==> src/rtl/arpc_pkg.sv <==
// Shared types, codes and sizes for the ARP cache table.
// No dependencies; used by every module under rtl/.
package arpc_pkg;

   localparam int ENTRIES = 16;
   localparam int IDX_W   = (ENTRIES > 1) ? $clog2(ENTRIES) : 1;
   localparam int CNT_W   = 5;

   localparam logic [31:0] TIMEOUT_RESET = 32'd60000;

   // Command codes on req_command.
   localparam logic [1:0] CMD_ADD    = 2'd0;
   localparam logic [1:0] CMD_LOOKUP = 2'd1;
   localparam logic [1:0] CMD_SWEEP  = 2'd2;

   // Status codes on rsp_status.
   localparam logic [1:0] STS_OK     = 2'd0;
   localparam logic [1:0] STS_MISS   = 2'd1;
   localparam logic [1:0] STS_REJECT = 2'd2;

   // One table row as stored in the entry memory.
   typedef struct packed {
      logic [31:0] key;
      logic [47:0] hw_addr;
      logic [63:0] stamp;
   } entry_type;

   // One result transaction.
   typedef struct packed {
      logic [1:0]       status;
      logic [47:0]      mac_out;
      logic [CNT_W-1:0] removed_count;
      logic [CNT_W-1:0] entries_in_use;
   } rsp_type;

endpackage

==> src/rtl/arpc_mem.sv <==
// Entry memory of the ARP cache: one write port, one read port, registered read data.
// Depends on arpc_pkg for the row type and depth.
module arpc_mem (
   input  logic                     clock,
   input  logic                     wr_en,
   input  logic [arpc_pkg::IDX_W-1:0] wr_addr,
   input  arpc_pkg::entry_type      wr_data,
   input  logic                     rd_en,
   input  logic [arpc_pkg::IDX_W-1:0] rd_addr,
   output arpc_pkg::entry_type      rd_data
);

   arpc_pkg::entry_type mem_ff [arpc_pkg::ENTRIES];
   arpc_pkg::entry_type rd_data_ff;

   always_ff @(posedge clock) begin
      if (wr_en) begin
         mem_ff[wr_addr] <= wr_data;
      end
   end

   always_ff @(posedge clock) begin
      if (rd_en) begin
         rd_data_ff <= mem_ff[rd_addr];
      end
   end

   assign rd_data = rd_data_ff;

endmodule

==> src/rtl/arpc_engine.sv <==
// Command sequencer of the ARP cache: scans the entry memory, keeps the valid bits
// and the entry count, and writes back adds. Depends on arpc_pkg and arpc_mem.
module arpc_engine (
   input  logic                clock,
   input  logic                reset,
   input  logic [31:0]         timeout_ms,
   input  logic                start,
   output logic                idle,
   input  logic [1:0]          command,
   input  logic [31:0]         ip_addr,
   input  logic [47:0]         mac_in,
   input  logic [63:0]         time_now,
   input  logic                out_free,
   output logic                res_valid,
   output arpc_pkg::rsp_type   res
);

   localparam logic [2:0] ST_IDLE  = 3'd0;
   localparam logic [2:0] ST_SCAN  = 3'd1;
   localparam logic [2:0] ST_DRAIN = 3'd2;
   localparam logic [2:0] ST_DONE  = 3'd3;

   localparam int IW = arpc_pkg::IDX_W;
   localparam int CW = arpc_pkg::CNT_W;
   localparam logic [IW-1:0] LAST_IDX = IW'(arpc_pkg::ENTRIES - 1);

   logic [2:0]  state_ff, state_in;
   logic [1:0]  cmd_ff, cmd_in;
   logic [31:0] ip_ff, ip_in;
   logic [47:0] mac_ff, mac_next_in;
   logic [63:0] now_ff, now_in;

   logic [IW-1:0] issue_idx_ff, issue_idx_in;
   logic          cmp_vld_ff, cmp_vld_in;
   logic [IW-1:0] cmp_idx_ff, cmp_idx_in;

   logic          hit_ff, hit_in;
   logic [IW-1:0] hit_idx_ff, hit_idx_in;
   logic [47:0]   hit_mac_ff, hit_mac_in;
   logic          free_ff, free_in;
   logic [IW-1:0] free_idx_ff, free_idx_in;
   logic [CW-1:0] removed_ff, removed_in;

   logic [arpc_pkg::ENTRIES-1:0] valid_ff, valid_in;
   logic [CW-1:0] total_ff, total_in;

   arpc_pkg::entry_type rd_data;
   arpc_pkg::entry_type wr_data;
   logic          wr_en;
   logic [IW-1:0] wr_addr;
   logic          rd_en;

   logic          entry_live;
   logic [63:0]   age;
   logic          add_hit, add_fill;
   arpc_pkg::rsp_type res_c;

   arpc_mem u_mem (
      .clock   (clock),
      .wr_en   (wr_en),
      .wr_addr (wr_addr),
      .wr_data (wr_data),
      .rd_en   (rd_en),
      .rd_addr (issue_idx_ff),
      .rd_data (rd_data)
   );

   assign rd_en      = (state_ff == ST_SCAN);
   assign entry_live = valid_ff[cmp_idx_ff];
   assign age        = now_ff - rd_data.stamp;

   assign add_hit  = (cmd_ff == arpc_pkg::CMD_ADD) && (ip_ff != 32'd0) && hit_ff;
   assign add_fill = (cmd_ff == arpc_pkg::CMD_ADD) && (ip_ff != 32'd0) && !hit_ff && free_ff;

   assign wr_en        = (state_ff == ST_DONE) && out_free && (add_hit || add_fill);
   assign wr_addr      = add_hit ? hit_idx_ff : free_idx_ff;
   assign wr_data      = '{key: ip_ff, hw_addr: mac_ff, stamp: now_ff};

   always_comb begin
      state_in     = state_ff;
      cmd_in       = cmd_ff;
      ip_in        = ip_ff;
      mac_next_in  = mac_ff;
      now_in       = now_ff;
      issue_idx_in = issue_idx_ff;
      cmp_vld_in   = 1'b0;
      cmp_idx_in   = issue_idx_ff;
      hit_in       = hit_ff;
      hit_idx_in   = hit_idx_ff;
      hit_mac_in   = hit_mac_ff;
      free_in      = free_ff;
      free_idx_in  = free_idx_ff;
      removed_in   = removed_ff;
      valid_in     = valid_ff;
      total_in     = total_ff;

      // Compare stage: the row read last cycle is checked here.
      if (cmp_vld_ff) begin
         if (cmd_ff == arpc_pkg::CMD_SWEEP) begin
            if (entry_live && (age >= {32'd0, timeout_ms})) begin
               valid_in[cmp_idx_ff] = 1'b0;
               removed_in           = removed_ff + CW'(1);
               if (total_ff != '0) begin
                  total_in = total_ff - CW'(1);
               end
            end
         end else begin
            if (entry_live && (rd_data.key == ip_ff) && !hit_ff) begin
               hit_in     = 1'b1;
               hit_idx_in = cmp_idx_ff;
               hit_mac_in = rd_data.hw_addr;
            end
            if (!entry_live && !free_ff) begin
               free_in     = 1'b1;
               free_idx_in = cmp_idx_ff;
            end
         end
      end

      case (state_ff)
         ST_IDLE: begin
            if (start) begin
               cmd_in       = command;
               ip_in        = ip_addr;
               mac_next_in  = mac_in;
               now_in       = time_now;
               issue_idx_in = '0;
               hit_in       = 1'b0;
               free_in      = 1'b0;
               removed_in   = '0;
               state_in     = ST_SCAN;
            end
         end
         ST_SCAN: begin
            cmp_vld_in   = 1'b1;
            issue_idx_in = issue_idx_ff + IW'(1);
            if (issue_idx_ff == LAST_IDX) begin
               state_in = ST_DRAIN;
            end
         end
         ST_DRAIN: begin
            state_in = ST_DONE;
         end
         ST_DONE: begin
            if (out_free) begin
               if (add_fill) begin
                  valid_in[free_idx_ff] = 1'b1;
                  total_in              = total_ff + CW'(1);
               end
               state_in = ST_IDLE;
            end
         end
         default: begin
            state_in = ST_IDLE;
         end
      endcase
   end

   always_comb begin
      res_c.status         = arpc_pkg::STS_OK;
      res_c.mac_out        = 48'd0;
      res_c.removed_count  = '0;
      res_c.entries_in_use = total_ff;
      case (cmd_ff)
         arpc_pkg::CMD_ADD: begin
            if (add_fill) begin
               res_c.entries_in_use = total_ff + CW'(1);
            end else if (!add_hit) begin
               res_c.status = arpc_pkg::STS_REJECT;
            end
         end
         arpc_pkg::CMD_LOOKUP: begin
            if ((ip_ff != 32'd0) && hit_ff) begin
               res_c.mac_out = hit_mac_ff;
            end else begin
               res_c.status = arpc_pkg::STS_MISS;
            end
         end
         arpc_pkg::CMD_SWEEP: begin
            res_c.removed_count = removed_ff;
         end
         default: begin
            res_c.status = arpc_pkg::STS_OK;
         end
      endcase
   end

   assign idle      = (state_ff == ST_IDLE);
   assign res_valid = (state_ff == ST_DONE);
   assign res       = res_c;

   always_ff @(posedge clock) begin
      if (reset) begin
         state_ff   <= ST_IDLE;
         cmp_vld_ff <= 1'b0;
         valid_ff   <= '0;
         total_ff   <= '0;
      end else begin
         state_ff   <= state_in;
         cmp_vld_ff <= cmp_vld_in;
         valid_ff   <= valid_in;
         total_ff   <= total_in;
      end
   end

   always_ff @(posedge clock) begin
      cmd_ff       <= cmd_in;
      ip_ff        <= ip_in;
      mac_ff       <= mac_next_in;
      now_ff       <= now_in;
      issue_idx_ff <= issue_idx_in;
      cmp_idx_ff   <= cmp_idx_in;
      hit_ff       <= hit_in;
      hit_idx_ff   <= hit_idx_in;
      hit_mac_ff   <= hit_mac_in;
      free_ff      <= free_in;
      free_idx_ff  <= free_idx_in;
      removed_ff   <= removed_in;
   end

endmodule

==> src/rtl/arp_cache_table.sv <==
// Top level of the ARP cache table: timeout register, request intake and result register.
// Depends on arpc_pkg and arpc_engine.
//
// The block maps IPv4 addresses to 48-bit MAC addresses in a table of
// arpc_pkg::ENTRIES rows. A request transaction on req_* carries a command
// (add or update, lookup, age sweep), an address, a MAC and the current time.
// Each request yields exactly one response transaction on rsp_*.
// The timeout for age sweeps is written through csr_*, which is always ready;
// it should only be written while no request is in flight.
//
// Every command reads all rows of the entry memory once, one row per cycle,
// through the single read port of that memory. The block takes a new request
// only while the engine is idle, so it cannot accept the next request before
// it has handed the result of the last one to the output register.
// An add writes its row back in the last cycle, so the next scan always sees it.
//
// The response sits in an output register. While the receiver stalls, the
// block still accepts the next request and scans for it; it only waits before
// handing over that second response. Reset clears all valid bits, the entry
// count and the response valid flag, and loads the timeout with 60000 ms; no
// clearing pass over the memory is needed.
module arp_cache_table (
   input  logic        clock,
   input  logic        reset,

   input  logic        csr_valid,
   output logic        csr_ready,
   input  logic [31:0] csr_timeout_ms,

   input  logic        req_valid,
   output logic        req_ready,
   input  logic [1:0]  req_command,
   input  logic [31:0] req_ip_addr,
   input  logic [47:0] req_mac_in,
   input  logic [63:0] req_time_now,

   output logic        rsp_valid,
   input  logic        rsp_ready,
   output logic [1:0]  rsp_status,
   output logic [47:0] rsp_mac_out,
   output logic [4:0]  rsp_removed_count,
   output logic [4:0]  rsp_entries_in_use
);

   logic [31:0] timeout_ff, timeout_in;

   logic              rsp_valid_ff, rsp_valid_in;
   arpc_pkg::rsp_type rsp_ff, rsp_in;

   logic              eng_idle;
   logic              eng_res_valid;
   arpc_pkg::rsp_type eng_res;
   logic              out_free;

   // Configuration writes are never back-pressured.
   assign csr_ready  = 1'b1;
   assign timeout_in = (csr_valid && csr_ready) ? csr_timeout_ms : timeout_ff;

   // The output register can take a new response when it is empty or being drained.
   assign out_free  = !rsp_valid_ff || rsp_ready;
   assign req_ready = eng_idle;

   arpc_engine u_engine (
      .clock      (clock),
      .reset      (reset),
      .timeout_ms (timeout_ff),
      .start      (req_valid && req_ready),
      .idle       (eng_idle),
      .command    (req_command),
      .ip_addr    (req_ip_addr),
      .mac_in     (req_mac_in),
      .time_now   (req_time_now),
      .out_free   (out_free),
      .res_valid  (eng_res_valid),
      .res        (eng_res)
   );

   always_comb begin
      rsp_valid_in = rsp_valid_ff;
      rsp_in       = rsp_ff;
      if (rsp_valid_ff && rsp_ready) begin
         rsp_valid_in = 1'b0;
      end
      if (eng_res_valid && out_free) begin
         rsp_valid_in = 1'b1;
         rsp_in       = eng_res;
      end
   end

   always_ff @(posedge clock) begin
      if (reset) begin
         timeout_ff   <= arpc_pkg::TIMEOUT_RESET;
         rsp_valid_ff <= 1'b0;
      end else begin
         timeout_ff   <= timeout_in;
         rsp_valid_ff <= rsp_valid_in;
      end
   end

   always_ff @(posedge clock) begin
      rsp_ff <= rsp_in;
   end

   assign rsp_valid          = rsp_valid_ff;
   assign rsp_status         = rsp_ff.status;
   assign rsp_mac_out        = rsp_ff.mac_out;
   assign rsp_removed_count  = rsp_ff.removed_count;
   assign rsp_entries_in_use = rsp_ff.entries_in_use;

endmodule
==> config.mk <==
export PLATFORM = sky130hd
export DESIGN_NAME = arp_cache_table
export DESIGN_NICKNAME = d
export VERILOG_FILES = /design/src/rtl/arpc_pkg.sv /design/src/rtl/arpc_mem.sv /design/src/rtl/arpc_engine.sv /design/src/rtl/arp_cache_table.sv
export SDC_FILE = /design/constraint.sdc
export NUM_CORES = 2
export LEC_CHECK = 0
export ABC_AREA = 1
export BUFFER_PORTS_ARGS = -buffer_cell sky130_fd_sc_hd__buf_2
export CORE_MARGIN = 2
export CORE_UTILIZATION = 30
export CTS_CLUSTER_SIZE = 12
export DETAILED_ROUTE_END_ITERATION = 8
export GPL_TIMING_DRIVEN = 0
export SLEW_MARGIN = 15
export SYNTH_ARGS = -nofsm -noshare
export SYNTH_HDL_FRONTEND = slang
export SYNTH_HIERARCHICAL = 1
export SYNTH_SLANG_ARGS = --single-unit
==> constraint.sdc <==
create_clock -name clock -period 13.9 [get_ports clock]
set_input_delay 2.78 -clock clock [delete_from_list [all_inputs] [get_ports clock]]
set_output_delay 2.78 -clock clock [all_outputs]
set_load 0.005 [all_outputs]
==> results.py <==
metrics = {
    "setup_path": {
        "startpoint": "u_engine/ip_ff[7]",
        "critPathSlowestCell": "edfxtp_1",
        "cp.required_ns": 14.48,
        "crit_chain": "nor4_1, nand4_1, nor2_2, nor2_2, nand2_1, mux2_2, nand3b_1, nor2_4, buf_12, buf_16, buf_16, buf_12, buf_16",
        "max_stage_delay_ns": 0.81,
        "startpoint_type": "flip-flop",
        "arrival_ns": 6.58,
        "crit_fanout": 18,
        "crit_type": "reg2reg",
        "crit_top_cell": "buf_16",
        "r2r_start": "u_engine/ip_ff[7]",
        "worstSetupEndpointType": "flip-flop",
    },
    "global_route": {
        "grt_max_degree": 61,
        "busiest_layer": "met2",
        "grtUsageMet1_pct": 26.5,
        "antenna_found_initial": 42,
        "gr-usage-met3_pct": 4.38,
        "use_met2_pct": 32.1,
        "track_usage_pct": 20.4,
        "grt_first_pass_wirelength_mm": 589,
        "grt_pass1_vias": 79646,
        "grt-ovfl-total": 0,
    },
    "detailed_routing": {
        "drc_errors": 0,
        "drt_wl_total_mm": 427,
        "wire_per_inst_um": 24.5,
        "first_pass_iters": 6,
        "drt_iter0_markers": 11565,
        "postRouteAntennaNets": 0,
        "routed_via_density": 4.98,
        "vias": 86712,
    },
    "logic_synthesis": {
        "yosysTopAreaCellShare_pct": 68.1,
        "yosysTopAreaCell": "edfxtp_1",
        "ys_warn_count": 6,
        "synth_cells": 11259,
        "ys.flop_type": "edfxtp_1",
        "synthDistinctLibCells": 53,
        "syn_avg_cell_area_um2": 10.6,
        "syn_nets": 11546,
        "yosysSeqAreaShare_pct": 69.3,
        "synth.area.top_cells": "edfxtp_1 68%, nand2_1 12%, nand3_1 7.3%",
        "synth-seq-cells": 2782,
        "ys_async_sr_fraction_pct": 0,
        "synth_area_um2": 120000,
        "synth_edf_count": 2714,
    },
    "placement": {
        "io_buffers": 244,
        "place.detailed.hpwl_mm": 296,
        "place_congestion": 0.883,
    },
    "clock_tree": {
        "cts_setup_buffers": 0,
        "cts_buffers": 297,
        "cts_tree": "built",
        "ctsResizeCount": 0,
        "path_clk_slew_ns": 0.06,
        "clock_sinks": 2782,
        "insertion_delay_ns": 0.90,
        "clock_path_buffers": 4,
        "htreeDepth": 5,
        "hold_buffers": 0,
        "clockRootBuffer": "clkbuf_16",
    },
    "sta": {
        "worst_pin_slew_ns": 1.42,
        "finalHoldViolations": 0,
        "clock_skew_ns": 0.0895,
        "rsz0062_at_grt": "false",
        "slew_viol_final": 0,
        "timing.slew.headroom_pct": 5.00,
        "max_freq_ghz": 0.167,
        "fin_setup_tns_ns": 0,
        "setup_violations": 0,
        "min_period_over_period_pct": 43.1,
        "fin_crit_ns": 6.00,
    },
    "worst_hold_path": {
        "hp-class": "reg2reg",
        "hold_start": "u_engine/u_mem/rd_data[83]",
    },
    "pwr": {
        "pwr-share-seq_pct": 39.4,
        "p_per_area_nw_per_um2": 193,
        "p_sw_uw": 10600,
        "p_leak_uw": 0.0563,
        "vdd_ir_drop_max_uv": 128,
        "finalPower_uw": 27100,
        "p_int_uw": 16500,
        "comb_power_share_pct": 33.6,
        "clockPowerShare_pct": 27.0,
        "swShare_pct": 39.2,
    },
    "cells_and_area": {
        "fin_nets": 12258,
        "fillCellCount": 38798,
        "final_common_cell": "nand2_1",
        "regArea_um2": 82900,
        "multi_input_area_um2": 28800,
        "mostFrequentLayoutCells": "3967 x nand2_1, 2714 x edfxtp_1, 1747 x nand3_1",
        "area_growth_pct": 17.1,
        "utilization_pct": 35.3,
        "drive_gt1_share_pct": 10.2,
    },
    "floorplan": {
        "fp.coreArea_um2": 396000,
        "start_util_pct": 30.2,
        "dieHeight_um": 635,
        "ios": 246,
        "die_width_um": 635,
        "rows": 231,
        "dieArea_um2": 404000,
    },
    "flow_run": {
        "max-cap-violations": 0,
    },
    "run_status": {
        "status": "finished, final reports clean",
    },
}
-- worst max-delay path: cells and delay by family, from the launching register on --
kind / cells / cell delay, ns
buffers and inverters: 5 / 1.03
AND/OR/NAND/NOR: 7 / 3.36
flip-flops: 1 / 0.81
multiplexers: 1 / 0.41
-- metrics by stage --
| step | setup WS [ns] | hold slack [ns] | std cells | cell area, um^2 |
|---|---|---|---|---|
| global placement | -5.94 | 0.403 | 16745 | 127000 |
| floorplan | 3.83 | 0.365 | 11259 | 120000 |
| CTS | 8.07 | 0.369 | 17378 | 140000 |
| global route | 7.83 | 0.373 | 17399 | 140000 |
| detailed placement | 7.85 | 0.405 | 16914 | 131000 |
| finish | 7.90 | 0.382 | 17412 | 140000 |
-- Yosys cell counts (all sizes together), types with 6 or more instances --
library cell / count
nand2: 4000
edfxtp: 2714
nand3: 1753
inv: 1466
buf: 349
nor2: 306
clkbuf: 156
ha: 103
a21oi: 101
dfxtp: 68
o21ai: 55
xor2: 48
nand4: 26
or2: 26
nor3: 20
nor4: 20
nand3b: 8
xnor2: 8
o21bai: 6
-- sequential cells by signal, summed over array words and instances (netlist names), 4 cells and up --
signal and flops:
rsp_mac_out 48, u_engine/cmp_idx_ff 4, u_engine/u_mem/mem_ff 2304, u_engine/removed_ff 5, u_engine/free_idx_ff 4, rsp_entries_in_use 5
u_engine/u_mem/rd_data 144, u_engine/cmp_idx_in 4, timeout_ff 32, u_engine/hit_idx_ff 4, u_engine/now_ff 64, u_engine/total_ff 5
u_engine/valid_ff 16, u_engine/mac_ff 48, rsp_removed_count 5, u_engine/ip_ff 32, u_engine/hit_mac_ff 48
-- power by group through the flow --
| stage | clock network, uW | logic (uW) | registers (uW) |
|---|---|---|---|
| after floorplan | 0 | 4980 | 10600 |
| after global placement | 0 | 8640 | 10900 |
| after detailed placement | 0 | 8840 | 10800 |
| after CTS | 7410 | 8880 | 10700 |
| after global routing | 7730 | 9660 | 10700 |
| final | 7310 | 9100 | 10700 |
-- logic make-up after synthesis --
kind of cell / share of synthesized area [%]
xor gates and xnor gates: 0.410
AOI/OAI and AO/OA: 0.871
and+or+nand+nor: 21.5
other: 0.00314
adders and majority gates: 1.09
DFF: 69.3
buffers and inverters: 6.78
muxes: 0.00942
-- final cells by class --
type,count,share of cell area (%)
clock buffer,379,5.70
buffer,505,1.87
multi-input combinational,6506,20.6
inverter,1466,3.94
tap,5242,4.68
timing repair buffer,413,3.59
sequential,2782,59.2
antenna,34,0.0608
clock inverter,85,0.415
-- metal layers --
layer	up-vias	part of all wire, %
li1	38575	-
met1	42132	38
met2	5051	45
met3	940	11
met4	14	5.7
met5	-	0.023
-- final timing paths --
path                                                       to  slack (ns)  cells after the start
worst max-delay path            u_engine/u_mem/mem_ff[4][132]        7.90                     13
worst max register to register  u_engine/u_mem/mem_ff[4][132]        7.90                     13
worst min register to register        u_engine/hit_mac_ff[19]        0.38                      0
worst min-delay path                  u_engine/hit_mac_ff[19]        0.38                      0
No activity file was read; power rests on OpenSTA's default activity.
